$ cat config.mk
export PLATFORM = sky130hd
export DESIGN_NAME = termio_rx_char_conditioner_top
export DESIGN_NICKNAME = d
export VERILOG_FILES = /design/src/design/trxc_pkg.sv /design/src/design/trxc_front.sv /design/src/design/trxc_queue.sv /design/src/design/trxc_back.sv /design/src/design/termio_rx_char_conditioner_top.sv
export SDC_FILE = /design/constraint.sdc
export NUM_CORES = 1
export LEC_CHECK = 0
export ABC_AREA = 1
export ABC_CLOCK_PERIOD_IN_PS = 10100
export BUFFER_PORTS_ARGS = -buffer_cell sky130_fd_sc_hd__buf_2
export CAP_MARGIN = 30
export CORE_ASPECT_RATIO = 1.2
export CORE_MARGIN = 3
export CORE_UTILIZATION = 45
export DETAILED_ROUTE_END_ITERATION = 8
export GPL_TIMING_DRIVEN = 0
export PLACE_DENSITY = 0.74
export SKIP_CTS_REPAIR_TIMING = 1
export SYNTH_ARGS = -nofsm -noshare
export SYNTH_HDL_FRONTEND = slang
export SYNTH_SLANG_ARGS = --single-unit
$ cat constraint.sdc
create_clock -name clk -period 10.1 [get_ports clk]
set_input_delay 0.505 -clock clk [delete_from_list [all_inputs] [get_ports clk]]
set_output_delay 0.505 -clock clk [all_outputs]
set_load 0.02 [all_outputs]
$ cat src/design/trxc_pkg.sv
package trxc_pkg;

  localparam int QDEPTH  = 2;
  localparam int QPTR_W  = 1;
  localparam int QCNT_W  = 2;
  localparam int CFG_IDX_W = 3;
  localparam int CFG_W   = 32;

  localparam logic [7:0] CH_MASK7 = 8'h7f;
  localparam logic [6:0] CH_XON   = 7'h11;
  localparam logic [6:0] CH_XOFF  = 7'h13;
  localparam logic [7:0] CH_MARK  = 8'hff;

  typedef enum logic [1:0] {
    KIND_BYTE    = 2'd0,
    KIND_SUSPEND = 2'd1,
    KIND_RESUME  = 2'd2,
    KIND_BREAK   = 2'd3
  } kind_t;

  typedef enum logic [CFG_IDX_W-1:0] {
    REG_OPEN       = 3'd0,
    REG_FLOW       = 3'd1,
    REG_ANY_RESTART = 3'd2,
    REG_PARITY     = 3'd3,
    REG_IGN_BREAK  = 3'd4,
    REG_BREAK_SIG  = 3'd5,
    REG_IGN_ERROR  = 3'd6,
    REG_MARK_STRIP = 3'd7
  } reg_idx_t;

  typedef struct packed {
    logic [15:0] open_line;
    logic [15:0] flow_enable;
    logic [15:0] any_restart;
    logic [15:0] parity_check;
    logic [15:0] ignore_break;
    logic [15:0] break_signal;
    logic [15:0] ignore_error;
    logic [15:0] mark;
    logic [15:0] strip;
  } cfg_t;

  typedef struct packed {
    kind_t      kind;
    logic [7:0] data;
  } res_t;

  typedef struct packed {
    logic [3:0]      line;
    logic [1:0]      last_idx;
    res_t [3:0]      res;
  } entry_t;

  function automatic res_t mk_res(kind_t kind, logic [7:0] data);
    res_t r;
    r.kind = kind;
    r.data = data;
    return r;
  endfunction

endpackage

$ cat src/design/trxc_front.sv
module trxc_front import trxc_pkg::*; #(
  parameter int LINES = 16
) (
  input  logic       clk,
  input  logic       rst_n,
  input  cfg_t       cfg,
  input  logic       in_valid,
  output logic       in_stall,
  input  logic [3:0] in_line,
  input  logic [7:0] in_data_byte,
  input  logic       in_parity_error,
  input  logic       in_framing_error,
  input  logic       in_overrun_error,
  input  logic       q_full,
  output logic       q_push,
  output entry_t     q_entry
);

  localparam int LIDX_W = (LINES > 1) ? $clog2(LINES) : 1;

  logic [LINES-1:0]  stopped_r;
  logic [LIDX_W-1:0] idx;
  logic              in_range;
  logic              open_hit;
  logic              stopped_cur;
  logic              stopped_nxt;
  logic              accept;
  logic [6:0]        ch;
  logic              pe;
  logic              err;
  logic              done;
  logic              drop;
  logic              brk;
  logic [2:0]        n;
  entry_t            ent;

  assign idx      = in_line[LIDX_W-1:0];
  assign in_range = (int'(in_line) < LINES);
  assign open_hit = in_range && cfg.open_line[in_line];
  assign stopped_cur = in_range ? stopped_r[idx] : 1'b0;
  assign ch       = in_data_byte[6:0];
  assign in_stall = q_full;
  assign accept   = in_valid && !q_full;

  always_comb begin
    ent         = '0;
    ent.line    = in_line;
    n           = 3'd0;
    done        = 1'b0;
    drop        = 1'b0;
    brk         = 1'b0;
    stopped_nxt = stopped_cur;
    pe  = in_parity_error && cfg.parity_check[in_line];
    err = pe || in_framing_error || in_overrun_error;

    if (cfg.flow_enable[in_line]) begin
      if (stopped_cur) begin
        if (ch == CH_XON || cfg.any_restart[in_line]) begin
          stopped_nxt = 1'b0;
          ent.res[n[1:0]] = mk_res(KIND_RESUME, 8'h00);
          n = n + 3'd1;
        end
      end else if (ch == CH_XOFF) begin
        stopped_nxt = 1'b1;
        ent.res[n[1:0]] = mk_res(KIND_SUSPEND, 8'h00);
        n = n + 3'd1;
      end
      if (ch == CH_XON || ch == CH_XOFF) begin
        done = 1'b1;
      end
    end

    if (!done) begin
      if (err) begin
        if (in_data_byte == 8'h00) begin
          if (cfg.ignore_break[in_line]) begin
            drop = 1'b1;
          end else if (cfg.break_signal[in_line]) begin
            brk = 1'b1;
          end
        end else if (cfg.ignore_error[in_line]) begin
          drop = 1'b1;
        end
        if (brk) begin
          ent.res[n[1:0]] = mk_res(KIND_BREAK, 8'h00);
          n = n + 3'd1;
        end else if (!drop) begin
          if (cfg.mark[in_line]) begin
            ent.res[n[1:0]] = mk_res(KIND_BYTE, CH_MARK);
            n = n + 3'd1;
            ent.res[n[1:0]] = mk_res(KIND_BYTE, 8'h00);
            n = n + 3'd1;
            ent.res[n[1:0]] = mk_res(KIND_BYTE, in_data_byte);
            n = n + 3'd1;
          end else begin
            ent.res[n[1:0]] = mk_res(KIND_BYTE, 8'h00);
            n = n + 3'd1;
          end
        end
      end else if (cfg.strip[in_line]) begin
        ent.res[n[1:0]] = mk_res(KIND_BYTE, in_data_byte & CH_MASK7);
        n = n + 3'd1;
      end else begin
        if (in_data_byte == CH_MARK && cfg.mark[in_line]) begin
          ent.res[n[1:0]] = mk_res(KIND_BYTE, CH_MARK);
          n = n + 3'd1;
        end
        ent.res[n[1:0]] = mk_res(KIND_BYTE, in_data_byte);
        n = n + 3'd1;
      end
    end

    ent.last_idx = 2'(n - 3'd1);
  end

  assign q_push  = accept && open_hit && (n != 3'd0);
  assign q_entry = ent;

  always_ff @(posedge clk) begin
    if (!rst_n) begin
      stopped_r <= '0;
    end else if (accept && open_hit) begin
      stopped_r[idx] <= stopped_nxt;
    end
  end

endmodule

$ cat src/design/trxc_queue.sv
module trxc_queue import trxc_pkg::*; (
  input  logic   clk,
  input  logic   rst_n,
  input  logic   push,
  input  entry_t push_entry,
  output logic   full,
  input  logic   pop,
  output logic   head_valid,
  output entry_t head_entry
);

  entry_t            mem [QDEPTH];
  logic [QPTR_W-1:0] wr_ptr_r;
  logic [QPTR_W-1:0] rd_ptr_r;
  logic [QCNT_W-1:0] count_r;
  logic [QCNT_W-1:0] count_nxt;
  logic              do_push;
  logic              do_pop;

  assign full       = (count_r == QCNT_W'(QDEPTH));
  assign head_valid = (count_r != '0);
  assign head_entry = mem[rd_ptr_r];
  assign do_push    = push && !full;
  assign do_pop     = pop && head_valid;

  always_comb begin
    count_nxt = count_r;
    if (do_push && !do_pop) begin
      count_nxt = count_r + QCNT_W'(1);
    end else if (do_pop && !do_push) begin
      count_nxt = count_r - QCNT_W'(1);
    end
  end

  always_ff @(posedge clk) begin
    if (do_push) begin
      mem[wr_ptr_r] <= push_entry;
    end
  end

  always_ff @(posedge clk) begin
    if (!rst_n) begin
      wr_ptr_r <= '0;
      rd_ptr_r <= '0;
      count_r  <= '0;
    end else begin
      count_r <= count_nxt;
      if (do_push) begin
        wr_ptr_r <= wr_ptr_r + QPTR_W'(1);
      end
      if (do_pop) begin
        rd_ptr_r <= rd_ptr_r + QPTR_W'(1);
      end
    end
  end

endmodule

$ cat src/design/trxc_back.sv
module trxc_back import trxc_pkg::*; (
  input  logic       clk,
  input  logic       rst_n,
  input  logic       head_valid,
  input  entry_t     head_entry,
  output logic       pop,
  output logic       out_valid,
  input  logic       out_stall,
  output logic [3:0] out_line,
  output logic [1:0] out_kind,
  output logic [7:0] out_byte,
  output logic       out_last
);

  logic       out_valid_r;
  logic [3:0] out_line_r;
  logic [1:0] out_kind_r;
  logic [7:0] out_byte_r;
  logic       out_last_r;
  logic [1:0] idx_r;
  logic       load;
  logic       is_last;
  res_t       cur;

  assign cur     = head_entry.res[idx_r];
  assign is_last = (idx_r == head_entry.last_idx);
  assign load    = head_valid && (!out_valid_r || !out_stall);
  assign pop     = load && is_last;

  always_ff @(posedge clk) begin
    if (!rst_n) begin
      out_valid_r <= 1'b0;
      idx_r       <= '0;
    end else begin
      if (load) begin
        out_valid_r <= 1'b1;
        idx_r       <= is_last ? 2'd0 : idx_r + 2'd1;
      end else if (!out_stall) begin
        out_valid_r <= 1'b0;
      end
    end
  end

  always_ff @(posedge clk) begin
    if (load) begin
      out_line_r <= head_entry.line;
      out_kind_r <= cur.kind;
      out_byte_r <= cur.data;
      out_last_r <= is_last;
    end
  end

  assign out_valid = out_valid_r;
  assign out_line  = out_line_r;
  assign out_kind  = out_kind_r;
  assign out_byte  = out_byte_r;
  assign out_last  = out_last_r;

endmodule

$ cat src/design/termio_rx_char_conditioner_top.sv
// Receive character conditioner for up to 16 serial lines. Each input word
// (line, data byte, parity, framing and overrun flags) is classified
// combinationally by the front end, which applies XON/XOFF flow control
// and the termio error rules and queues the zero to four resulting output
// words. The back end drains the queue at one output word per cycle while
// out_stall is low, through a registered output; input words are taken
// every cycle while the two-entry queue has room. Words for lines that are
// not open, and words that produce no result, are absorbed without reaching
// the queue. Configuration is written through cfg_we, cfg_index and
// cfg_wdata while the block is idle.
module termio_rx_char_conditioner_top import trxc_pkg::*; #(
  parameter int LINES = 16
) (
  input  logic                 clk,
  input  logic                 rst_n,
  input  logic                 cfg_we,
  input  logic [CFG_IDX_W-1:0] cfg_index,
  input  logic [CFG_W-1:0]     cfg_wdata,
  input  logic                 in_valid,
  output logic                 in_stall,
  input  logic [3:0]           in_line,
  input  logic [7:0]           in_data_byte,
  input  logic                 in_parity_error,
  input  logic                 in_framing_error,
  input  logic                 in_overrun_error,
  output logic                 out_valid,
  input  logic                 out_stall,
  output logic [3:0]           out_line,
  output logic [1:0]           out_kind,
  output logic [7:0]           out_byte,
  output logic                 out_last
);

  cfg_t   cfg_r;
  logic   q_full;
  logic   q_push;
  entry_t q_entry;
  logic   q_pop;
  logic   head_valid;
  entry_t head_entry;

  always_ff @(posedge clk) begin
    if (!rst_n) begin
      cfg_r <= '0;
    end else if (cfg_we) begin
      case (reg_idx_t'(cfg_index))
        REG_OPEN:        cfg_r.open_line    <= cfg_wdata[15:0];
        REG_FLOW:        cfg_r.flow_enable  <= cfg_wdata[15:0];
        REG_ANY_RESTART: cfg_r.any_restart  <= cfg_wdata[15:0];
        REG_PARITY:      cfg_r.parity_check <= cfg_wdata[15:0];
        REG_IGN_BREAK:   cfg_r.ignore_break <= cfg_wdata[15:0];
        REG_BREAK_SIG:   cfg_r.break_signal <= cfg_wdata[15:0];
        REG_IGN_ERROR:   cfg_r.ignore_error <= cfg_wdata[15:0];
        REG_MARK_STRIP: begin
          cfg_r.mark  <= cfg_wdata[15:0];
          cfg_r.strip <= cfg_wdata[31:16];
        end
        default: begin
        end
      endcase
    end
  end

  trxc_front #(
    .LINES(LINES)
  ) u_front (
    .clk              (clk),
    .rst_n            (rst_n),
    .cfg              (cfg_r),
    .in_valid         (in_valid),
    .in_stall         (in_stall),
    .in_line          (in_line),
    .in_data_byte     (in_data_byte),
    .in_parity_error  (in_parity_error),
    .in_framing_error (in_framing_error),
    .in_overrun_error (in_overrun_error),
    .q_full           (q_full),
    .q_push           (q_push),
    .q_entry          (q_entry)
  );

  trxc_queue u_queue (
    .clk        (clk),
    .rst_n      (rst_n),
    .push       (q_push),
    .push_entry (q_entry),
    .full       (q_full),
    .pop        (q_pop),
    .head_valid (head_valid),
    .head_entry (head_entry)
  );

  trxc_back u_back (
    .clk        (clk),
    .rst_n      (rst_n),
    .head_valid (head_valid),
    .head_entry (head_entry),
    .pop        (q_pop),
    .out_valid  (out_valid),
    .out_stall  (out_stall),
    .out_line   (out_line),
    .out_kind   (out_kind),
    .out_byte   (out_byte),
    .out_last   (out_last)
  );

endmodule
Word-level counts from Yosys, hierarchy flattened
Memory sizes are Yosys's and may differ from the RTL's. A register that Yosys moved wholly into a read port is not among the register bits.
Cells that the tools add are included.
Storage, ports and cells
  input port bits: 55
  word-level logic and storage cells: 192
  flip-flop bits (word level): 182
  ROM bits: 0
  output and inout bits: 17
  memories kept: 1
  bits in latches: 0
  bits in writable memories: 92
Memories
  u_queue.mem: depth 2, width 46, rd ports 1, clocked after Yosys merged registers in 1, write ports 1, line trxc_queue.sv:12  | entry_t mem [QDEPTH];
Operators by class
  add/sub/neg operators: 10
  bitwise operators: 10
  muxes and demuxes: 89
  div/mod/pow operators: 0
  reduce and logical (&&, ||, !) cells: 39
  eq/ne operators: 13
  shift operators: 0
  order comparisons: 11
  $mul: 0
Operator list (number)
  40-bit two-way mux: 10
  40-bit bitwise mux: 3
  10-bit demux with 2-bit select: 4
  10-bit two-way mux: 8
  40-bit inverter: 2
  10-bit by 40-bit AND with 40-bit output: 1
  40-bit AND: 1
  1-bit binary-select mux with 4-bit select: 10
  3-bit two-way mux: 12
  1-bit two-way mux: 35
  8-bit by 32-bit AND with 32-bit output: 1
  32-bit inverter: 1
  8-bit by 32-bit bitwise OR with 32-bit output: 1
  10-bit binary-select mux with 2-bit select: 1
  16-bit bitwise mux: 1
  1-bit logical AND: 16
  2-bit AND reduction: 8
  2-bit by 3-bit less-than comparator with 1-bit output, second input constant: 5
  7-bit by 5-bit equality test with 1-bit output, second input constant: 2
  3-bit by 1-bit adder with 3-bit output, second input constant: 4
  3-bit equality test, second input constant: 4
  9-bit two-way mux: 1
  2-bit by 8-bit AND with 8-bit output: 1
  8-bit equality test, second input constant: 1
  other kinds (21): 39

Depth between registers and ports, before layout
Gate-level depths: netlist of the first run.
  word-level depth: 22
  depth in mapped cells: 29
  depth with buffers taken out: 26

Cells and area by module
A second synthesis of the first run with hierarchy kept.
Second synthesis, totals
  cell total of the unflattened synthesis: 1827
  area total of the unflattened synthesis: 13818.3 um^2
By module, submodules not included
  termio_rx_char_conditioner_top: instances 1, cells an instance 826, seq. area each 2882.8 um^2, area each 5730.5 um^2
  trxc_queue: instances 1, cells an instance 180, seq. area each 2862.7 um^2, area each 3767.4 um^2
  trxc_front: instances 1, cells an instance 719, seq. area each 320.3 um^2, area each 3398.3 um^2
  trxc_back: instances 1, cells an instance 102, seq. area each 510.5 um^2, area each 922.1 um^2

Worst setup path after synthesis of the first run
Ideal clock, no wire load.
  path kind: input -> register
  start: input in_line[1]
  end: memory u_queue.mem[0][0] (netlist bit), enable pin
  path slack: 5.017 ns
  setup time: 0.439 ns
  buffers on the path: 3
  stages: 24
  data arrival time: 4.644 ns
  data required time: 9.661 ns
  cell sequence: buf_4 -> nand2_4 -> inv_2 -> buf_4 -> a22oi_1 -> nand2_1 -> nand2_1 -> nand2_1 -> nor2_2 -> nor2_2 -> nand2_2 -> nand2_4 -> buf_6 -> ha_1 -> nand2_1 -> nand2_1 -> nand2_1 -> nand2_1 -> nand2_1 -> nand2_1 -> ha_1 -> nand2_1 -> nand2_1 -> nor2_1
On the way
  cells in the longest elaborated chain, start to end: 20
  elaborated cells between the ends (all ways): 59
  those cells by class: add/sub: 4; mux: 46; reduce/logical: 9
RTL lines
  start: declaration: line termio_rx_char_conditioner_top.sv:21  | input logic [3:0] in_line,
  branches (longest 16 deep; another with 3-bit by 1-bit adder with 3-bit output)
  1-bit logical AND (*): line trxc_front.sv:116  | assign q_push = accept && open_hit && (n != 3'd0);
  1-bit logical AND (*): line trxc_queue.sv:23  | assign do_push = push && !full;
  1-bit two-way mux (*): line trxc_queue.sv:36  | if (do_push) begin
  1-bit two-way mux (not written as such) (*): line trxc_queue.sv:37  | mem[wr_ptr_r] <= push_entry;
  end: declaration: line trxc_queue.sv:12
Every way passes the cells marked *. The select of a mux whose other input is x is not followed.

Worst setup path in the final report of the first run
  start: input in_line[2]
  end: memory u_queue.mem[1][43] (netlist bit), enable pin
Same word-level chain as after synthesis.

==> results of run 1 <==
[stage by stage]
stage	hold WS (ns)	util (%)	cell area (sq um)	setup WS, ns
6_report	0.187	52.3	13900	5.62
5_1_grt	0.186	52.3	13900	5.29
4_1_cts	0.180	52.3	13900	5.66
3_5_place_dp	0.441	48.8	12900	5.11
3_3_place_gp	0.434	48.7	12900	3.27
2_1_floorplan	0.424	-	12200	5.02
[placed cells by master (no fill, tap or decap), types with 11 or more instances in the layout]
cell type and instances:
a21oi_1 74, a22oi_1 22, buf_2 59, buf_6 11, clkbuf_1 66, clkbuf_16 30
clkbuf_2 15, dfxtp_1 168, edfxtp_1 97, inv_1 69, nand2_1 260, nand3_1 42
nand4_1 17, nor2_1 381, o21ai_0 216, o21ai_1 16, o22ai_1 25
[sequential cells by signal, indices dropped and copies added (netlist names), named ones only]
name / cells
cfg_r: 144
u_back.idx_r: 2
u_back.out_byte: 8
u_back.out_kind: 2
u_back.out_last: 1
u_back.out_line: 4
u_back.out_valid: 1
u_front.stopped_r: 16
u_queue.count_r: 2
u_queue.mem: 82
u_queue.rd_ptr_r: 1
u_queue.wr_ptr_r: 1
[layout make-up]
cell class,count,area share [%]
Sequential cell,265,45.2
Multi-Input combinational cell,1119,37.1
Clock buffer,45,6.20
Buffer,102,3.72
Tap cell,335,3.02
Inverter,82,2.24
Timing Repair Buffer,53,2.02
Clock inverter,7,0.460
[worst register-to-register path, stage by stage (launching register included)]
cell,delay [ns]
dfxtp_1,0.31
a22oi_1,0.22
nand2_1,0.09
nand2_1,0.08
nand4_1,0.28
nand3_2,0.24
nand2_4,0.13
buf_6,0.18
ha_1,0.40
nand2_1,0.17
nand2_1,0.07
nand2_1,0.06
nand2_1,0.05
nand2_1,0.05
nand2_1,0.08
ha_1,0.20
nand2_1,0.10
nand3_1,0.11
inv_2,0.68
[per-layer routing]
layer  track usage, %  up-vias  routed length [um]
met4             10.7        0                1650
met1             29.1     5269               14000
met5                0        -                   0
met2             39.9      488               17200
li1                 -     5365                   -
met3             3.87      118                2740
[power groups by stage]
stage,Combinational [mW],Clock [mW],Sequential (mW)
3_5_place_dp,0.280,0,1.19
2_1_floorplan,0.171,0,1.20
4_1_cts,0.282,1.04,1.16
3_3_place_gp,0.274,0,1.19
6_report,0.286,1.03,1.16
5_1_grt,0.313,1.08,1.17
[cell families (layout without fill, tap and decap cells)]
group                      count (synthesis)  after routing  share of synthesized area [%]
and+or+nand+nor                          729            729                           24.2
DFF                                      265            265                           51.3
AOI/OAI and AO/OA                        379            379                           16.8
buffers and inverters                    184            289                           6.75
xor gates and xnor gates                   4              4                          0.286
adders and majority gates                  7              7                          0.715
[path summary, 6_finish.rpt]
path | endpoint
setup / recovery | u_queue.mem[1][43]
hold / removal | cfg_r[15]
setup reg to reg | u_queue.mem[1][43]
hold reg to reg | cfg_r[42]
==> impl_metrics.tcl, run 1 <==
set metrics [dict create \
    status "finished clean" \
    cp.required_ns 10.25 \
    nets 1713 \
    combPwrFrac_pct 11.5 \
    vias 11240 \
    synth_top_area_cell "dfxtp_1" \
    drc 0 \
    startpoint "in_line[2]" \
    cp_slowest_stage_delay_ns 0.68 \
    switching_share_pct 25.9 \
    slew_headroom_pct 39.0 \
    netlist.area_leader.share_pct 27.5 \
    hold_path_class "primary input to flip-flop" \
    p_per_area_mw_per_mm2 179 \
    yosysUniqueCellTypes 37 \
    cts-buffers-inserted 28 \
    cts_tree "yes" \
    slew_violations 0 \
    fin_total_pwr_mw 2.48 \
    stdcell_count 2008 \
    synth-edff-count 97 \
    critPathKind "primary input to flip-flop" \
    regToRegStartpoint "cfg_r[116]" \
    worstMarginPinSlew_ns 0.914 \
    num_rows 65 \
    critPathLaunchType "primary input" \
    synthTopCellsByCount "nor2_1, nand2_1, o21ai_0" \
    drt_iter0_markers 999 \
    fin_skew_ns 0.0204 \
    holdCritStartpoint "cfg_wdata[31]" \
    port-buffer-count 52 \
    insertion_delay_ns 0.54 \
    synth-main-ff-cell "dfxtp_1" \
    synthesis.instances 1568 \
    drt-wirelength-per-cell_um 17.7 \
    start_util_pct 46.2 \
    cts-root-buf "clkbuf_16" \
    io_pins 72 \
    grt_pass1_wl_um 55400 \
    avgViaCountPerCell 5.60 \
    power.switching_uw 643 \
    ys.warnings.count 0 \
    critPathArrivalTime_ns 4.63 \
    die_h_um 187 \
    critPathSlowestCell "inv_2" \
    leakagePower_nw 6.02 \
    power_frac_clock_pct 41.6 \
    hpwl_um 24200 \
    cp_num_cells 20 \
    cp.buffers_inverters 5 \
    p_int_mw 1.84 \
    fin_crit_sh_pct 44.3 \
    yosysMostFrequentCell "nor2_1" \
    drive_above_1_share_pct 10.8 \
    crit_top_cell "nand2_1" \
    r2r_cells 18 \
    path_max_fanout 41 \
    reg2reg_slack_ns 6.19 \
    ys_seq_area_share_pct 51.3 \
    multiInputGateArea_sq_mm 0.00515 \
    final.min_clock_period_ns 4.48 \
    finalSetupTns_ns 0 \
    grt_util_all_layers_pct 23.5 \
    area_delta_synth_final_pct 13.3 \
    die_w_um 157 \
    ant_nets 0 \
    grt_overflow 0 \
    ys_top_cells_by_area "dfxtp_1, edfxtp_1, nor2_1" \
    rsz0062_at_grt "false" \
    dp.cells 1956 \
    fillCellCount 2540 \
    ys_ff_latch 265 \
    syn_area_sq_mm 0.0122 \
    crit_chain "buf_2 -> inv_1 -> nor2_1 -> clkbuf_1 -> nand2_1 -> nand4_1 -> nand3_2 -> nand2_4 -> buf_6 -> ha_1 -> nand2_1 -> nand2_1 -> nand2_1 -> nand2_1 -> nand2_1 -> nand2_1 -> ha_1 -> nand2_1 -> nand3_1 -> inv_2" \
    clockBufferDepth 3 \
    synth_area_per_cell_sq_um 7.81 \
    drtPass1Iterations 5 \
    async_flop_share_pct 0 \
    grt_pass1_vias 10649 \
    hold_depth 3 \
    drv_cap 0 \
    clkTransAtPathRegs_ns 0.06 \
    dieArea_sq_mm 0.0292 \
    cts_max_level 1 \
    fmax_ghz 0.223 \
    finalSetupViolCount 0 \
    grt_max_degree 42 \
    antenna_found_initial 0 \
    gp_congestion 0.966 \
    vdd_drop_max_v 0.000129 \
    routed_wirelength_um 35500 \
    cts_sinks 265 \
    finalHoldViolations 0 \
    ff_latch_area_sq_mm 0.00628 \
    syn_nets 1630 \
    p_seq_share_pct 46.9 \
    end_kind "flip-flop" \
    crit_family "simple AND/OR/NAND/NOR gates" \
    core_area_sq_mm 0.0265 \
    n_antenna_cell 0 \
]
(Power assumes the default switching activity.)
==> inputs of run 2 (changes only) <==
ABC_AREA = 0   (was 1)
ABC_CLOCK_PERIOD_IN_PS = 3900   (was 10100)
PLACE_DENSITY = 0.76   (was 0.74)
clock period = 3.9 ns   (was 10.1 ns; I/O delays follow)
==> impl_metrics.tcl, run 2 <==
set metrics [dict create \
    fin_ws_ns -0.242 \
    avgViaCountPerCell 5.84 \
    critPathArrivalTime_ns 4.40 \
    fin_skew_ns 0.0145 \
    synthTopCellsByCount "nand2_1, a21oi_1, dfxtp_1" \
    cts-root-buf "clkbuf_16" \
    cts_sinks 265 \
    cp_slowest_stage_delay_ns 0.54 \
    clockBufferDepth 3 \
    ant_nets 0 \
    port-buffer-count 53 \
    final.min_clock_period_ns 4.14 \
    async_flop_share_pct 0 \
    cts-buffers-inserted 28 \
    place_ws_ns -1.17 \
    hold_path_class "primary input to flip-flop" \
    yosysUniqueCellTypes 59 \
    combPwrFrac_pct 6.9 \
    grt_pass1_wl_um 46200 \
    fmax_ghz 0.241 \
    clkTransAtPathRegs_ns 0.06 \
    drv_cap 0 \
    cp.buffers_inverters 4 \
    largest_reg_flops 144 \
    drive_above_1_share_pct 19.8 \
    leakagePower_nw 4.78 \
    end_kind "flip-flop" \
    core_area_sq_mm 0.0251 \
    n_antenna_cell 0 \
    cts_tree "yes" \
    finalHoldViolations 0 \
    vdd_drop_max_v 0.000359 \
    routed_wirelength_um 31600 \
    synthesis.instances 1116 \
    num_rows 63 \
    design_area_sq_mm 0.0139 \
    drtPass1Iterations 8 \
    power.switching_mw 1.35 \
    path_max_fanout 8 \
    p_seq_share_pct 49.0 \
    ys.warnings.count 0 \
    final_cell_mix "nand2_1, a21oi_1, dfxtp_1" \
    vias 9274 \
    violations "negative setup slack" \
    yosysMostFrequentCell "nand2_1" \
    syn_nets 1178 \
    grt_pass1_vias 8564 \
    finalSetupViolCount 82 \
    cts_max_level 1 \
    dieArea_sq_mm 0.0278 \
    rsz0062_at_grt "true" \
    layout_commonest_cell "nand2_1" \
    grt_max_degree 27 \
    cp.required_ns 4.15 \
    synth_top_area_cell "dfxtp_1" \
    drt-wirelength-per-cell_um 19.9 \
    grt_overflow 0 \
    gp_congestion 0.902 \
    drc 0 \
    insertion_delay_ns 0.54 \
    grt_util_all_layers_pct 20.7 \
    drt_iter0_markers 874 \
    critPathLaunchType "flip-flop" \
    p_per_area_mw_per_mm2 431 \
    hpwl_um 20900 \
    die_w_um 153 \
    worstMarginPinSlew_ns 0.914 \
    netlist.area_leader.share_pct 29.0 \
    area_delta_synth_final_pct 19.5 \
    synth-main-ff-cell "dfxtp_1" \
    ys_seq_area_share_pct 54.0 \
    p_int_mw 4.62 \
    fin_crit_sh_pct 106 \
    start_util_pct 46.3 \
    io_pins 72 \
    ys_ff_latch 265 \
    placed_cell_area_sq_mm 0.0125 \
    slew_violations 0 \
    critPathSlowestCell "mux4_2" \
    power_frac_clock_pct 44.2 \
    status "finished, violations left" \
    top_register "cfg_r" \
    ys_top_cells_by_area "dfxtp_1, edfxtp_1, nand2_1" \
    slew_headroom_pct 38.6 \
    crit_family "multiplexers" \
    critPathKind "flip-flop to flip-flop" \
    antenna_found_initial 0 \
    top_regs "cfg_r (144), u_queue.mem (82), u_front.stopped_r (16)" \
    fin_total_pwr_mw 5.97 \
    crit_chain "mux4_2 -> mux4_2 -> nand4b_1 -> nand2_2 -> ha_4 -> inv_4 -> nor2_4 -> a22o_1 -> o2bb2ai_2 -> ha_2 -> a21o_1 -> a31o_4 -> buf_12 -> nor2_4 -> buf_12 -> clkbuf_16" \
    synth_area_per_cell_sq_um 10.4 \
    synth-edff-count 97 \
    switching_share_pct 22.7 \
    syn_area_sq_mm 0.0116 \
    die_h_um 182 \
    nets 1305 \
]
==> run 2: cell type report <==
cell class / count / area [sq um]
inverter: 11 / 46.3
tap: 325 / 407
fill: 2103 / 11200
timing repair buffer: 96 / 785
multi-input combinational: 760 / 5040
clock buffer: 42 / 855
sequential: 265 / 6280
clock inverter: 7 / 63.8
buffer: 81 / 402
==> run 2: path summary, 6_finish.rpt <==
check | startpoint | end | slack (ns) | depth (start not counted)
min reg2reg | cfg_r[116] | cfg_r[116] | 0.45 | 2
min | in_line[2] | u_queue.mem[1][44] | 0.03 | 1
max | u_front.stopped_r[15] | u_queue.mem[1][34] | -0.24 | 16
max reg2reg | u_front.stopped_r[15] | u_queue.mem[1][34] | -0.24 | 16
==> run 2: kinds of logic after synthesis <==
kind of cell | count (synthesis) | share of synthesized area, %
adders and majority gates | 7 | 0.754
xor gates and xnor gates | 5 | 0.377
buffers and inverters | 92 | 3.53
and+or+nand+nor | 419 | 15.0
AOI/OAI and AO/OA | 235 | 11.5
muxes | 93 | 14.8
DFF | 265 | 54.0
==> run 2: stage by stage <==
stage	setup TNS [ns]	std cells	util (%)	hold WS, ns
after floorplan	-22.90	1116	-	0.294
after global placement	-101.47	1494	49.4	0.402
after detailed placement	-81.16	1497	49.7	0.409
final	-17.05	1587	55.4	0.0314
after global routing	-21.52	1587	55.4	0.0222
after CTS	-47.39	1546	53.3	-0.141
==> run 2: per-layer routing <==
layer | vias up | share of wire, % | track usage [%]
li1 | 4235 | - | -
met1 | 4456 | 38 | 25.8
met2 | 465 | 50 | 36.9
met3 | 118 | 7.0 | 2.84
met4 | 0 | 5.1 | 7.74
met5 | - | 0 | 0
==> run 2: power by group through the flow <==
stage	clock network (mW)	registers, mW	logic [mW]
3_5_place_dp	0	2.98	0.379
6_report	2.64	2.92	0.410
4_1_cts	2.66	2.92	0.381
2_1_floorplan	0	2.98	0.239
5_1_grt	2.77	2.93	0.439
3_3_place_gp	0	2.98	0.368
==> inputs of run 3 (changes only) <==
CORE_UTILIZATION = 25   (was 45)
PLACE_DENSITY = 0.53   (was 0.76)
SKIP_LAST_GASP = 1   (was not set)
==> impl_metrics.tcl, run 3 (same netlist as run 2, synthesis figures left out) <==
set metrics [dict create \
    status "finished, violations left" \
    violations "negative setup slack" \
    layout_commonest_cell "nand2_1" \
    startpoint "u_front.stopped_r[14]" \
    wl_met2_um 18000 \
    vias 8891 \
    grt_max_degree 30 \
    insertion_delay_ns 0.58 \
    grt_overflow 0 \
    p_int_mw 4.78 \
    die_h_um 242 \
    slew_headroom_pct 25.8 \
    dp.cells 1781 \
    cp_slowest_stage_delay_ns 0.51 \
    p_seq_share_pct 47.0 \
    antenna_found_initial 0 \
    final_cell_mix "nand2_1, a21oi_1, dfxtp_1" \
    wl_met3_um 1770 \
    critPathSlowestCell "mux4_2" \
    cts-root-buf "clkbuf_16" \
    fin_ws_ns -0.115 \
    fin_skew_ns 0.0361 \
    finalHoldViolations 0 \
    core_area_sq_mm 0.0454 \
    num_rows 85 \
    cts_tree "yes" \
    grt_pass1_wl_um 52000 \
    port-buffer-count 53 \
    wl_met1_um 14400 \
    worstMarginPinSlew_ns 1.11 \
    area_delta_synth_final_pct 23.7 \
    dieArea_sq_mm 0.0491 \
    gp_congestion 0.809 \
    power_frac_clock_pct 46.2 \
    combPwrFrac_pct 6.8 \
    top_regs "cfg_r (144), u_queue.mem (82), u_front.stopped_r (16)" \
    finalSetupViolCount 60 \
    drt_iter0_markers 604 \
    routed_wirelength_um 34900 \
    cp.required_ns 4.41 \
    drt-wirelength-per-cell_um 18.6 \
    grt_util_all_layers_pct 13.6 \
    cts_max_level 1 \
    slew_violations 0 \
    end_kind "flip-flop" \
    drive_above_1_share_pct 20.8 \
    p_per_area_mw_per_mm2 433 \
    cp.buffers_inverters 3 \
    nets 1311 \
    hpwl_um 24000 \
    drc 0 \
    n_antenna_cell 0 \
    avgViaCountPerCell 4.72 \
    path_max_fanout 8 \
    cts_sinks 265 \
    drtPass1Iterations 5 \
    ant_nets 0 \
    rsz0062_at_grt "true" \
    critPathArrivalTime_ns 4.53 \
    power.switching_mw 1.45 \
    leakagePower_nw 4.84 \
    cts-buffers-inserted 30 \
    highest_layer "met4" \
    switching_share_pct 23.3 \
    vdd_drop_max_v 0.000385 \
    clockBufferDepth 3 \
    top_register "cfg_r" \
    crit_chain "mux4_2 -> mux4_2 -> nand4b_1 -> nand2_2 -> buf_6 -> ha_4 -> inv_4 -> nor2_4 -> a22o_1 -> o2bb2ai_2 -> ha_2 -> a21o_1 -> a31o_4 -> inv_2 -> ha_4 -> or3_4 -> a21oi_2" \
    io_pins 72 \
    regToRegStartpoint "u_front.stopped_r[14]" \
    grt_pass1_vias 8689 \
    die_w_um 203 \
    drv_cap 0 \
    hold_path_class "primary input to flip-flop" \
    critPathKind "flip-flop to flip-flop" \
    fmax_ghz 0.249 \
    start_util_pct 25.6 \
    fin_crit_sh_pct 103 \
    largest_reg_flops 144 \
    fin_util_pct 31.6 \
    whs_ns 0.0363 \
    final.min_clock_period_ns 4.01 \
    holdCritStartpoint "in_data_byte[3]" \
    stdcell_count 1882 \
    critPathLaunchType "flip-flop" \
    crit_family "multiplexers" \
    clkTransAtPathRegs_ns 0.06 \
]
==> run 3: area by class of cell <==
cell class,instances,area [sq um]
buffer,81,404
clock buffer,45,898
clock inverter,11,119
fill,4673,31000
inverter,11,43.8
multi-input combinational,759,5000
sequential,265,6280
tap,609,762
timing repair buffer,101,856
==> run 3: final timing paths <==
kind / end / slack [ns] / cells past startpoint
worst max-delay path: u_queue.count_r[1] / -0.11 / 17
worst min register to register: cfg_r[75] / 0.45 / 2
worst max register to register: u_queue.count_r[1] / -0.11 / 17
worst min-delay path: u_queue.mem[0][23] / 0.04 / 2
==> run 3: power groups by stage <==
| stage | Sequential, mW | Combinational (mW) | Clock (mW) |
|---|---|---|---|
| floorplan | 2.98 | 0.239 | 0 |
| global placement | 2.98 | 0.394 | 0 |
| detailed placement | 2.98 | 0.402 | 0 |
| CTS | 2.92 | 0.403 | 2.94 |
| global route | 2.93 | 0.460 | 3.05 |
| finish | 2.92 | 0.424 | 2.87 |
==> run 3: per-stage QoR <==
stage	instance area [sq um]	power [mW]	TNS [ns]	setup WS, ns
global route	14400	6.44	-13.15	-0.279
CTS	13800	6.26	-36.70	-0.546
global placement	12700	3.38	-120.15	-1.46
floorplan	11700	3.22	-22.90	-0.290
detailed placement	12800	3.39	-86.65	-1.11
finish	14400	6.22	-1.86	-0.115
==> run 3: routing by layer <==
layer / vias to the layer above / track usage [%]
met5: - / 0
met4: 0 / 4.08
met3: 57 / 2.11
met2: 261 / 24.3
met1: 4317 / 16.9
li1: 4256 / -
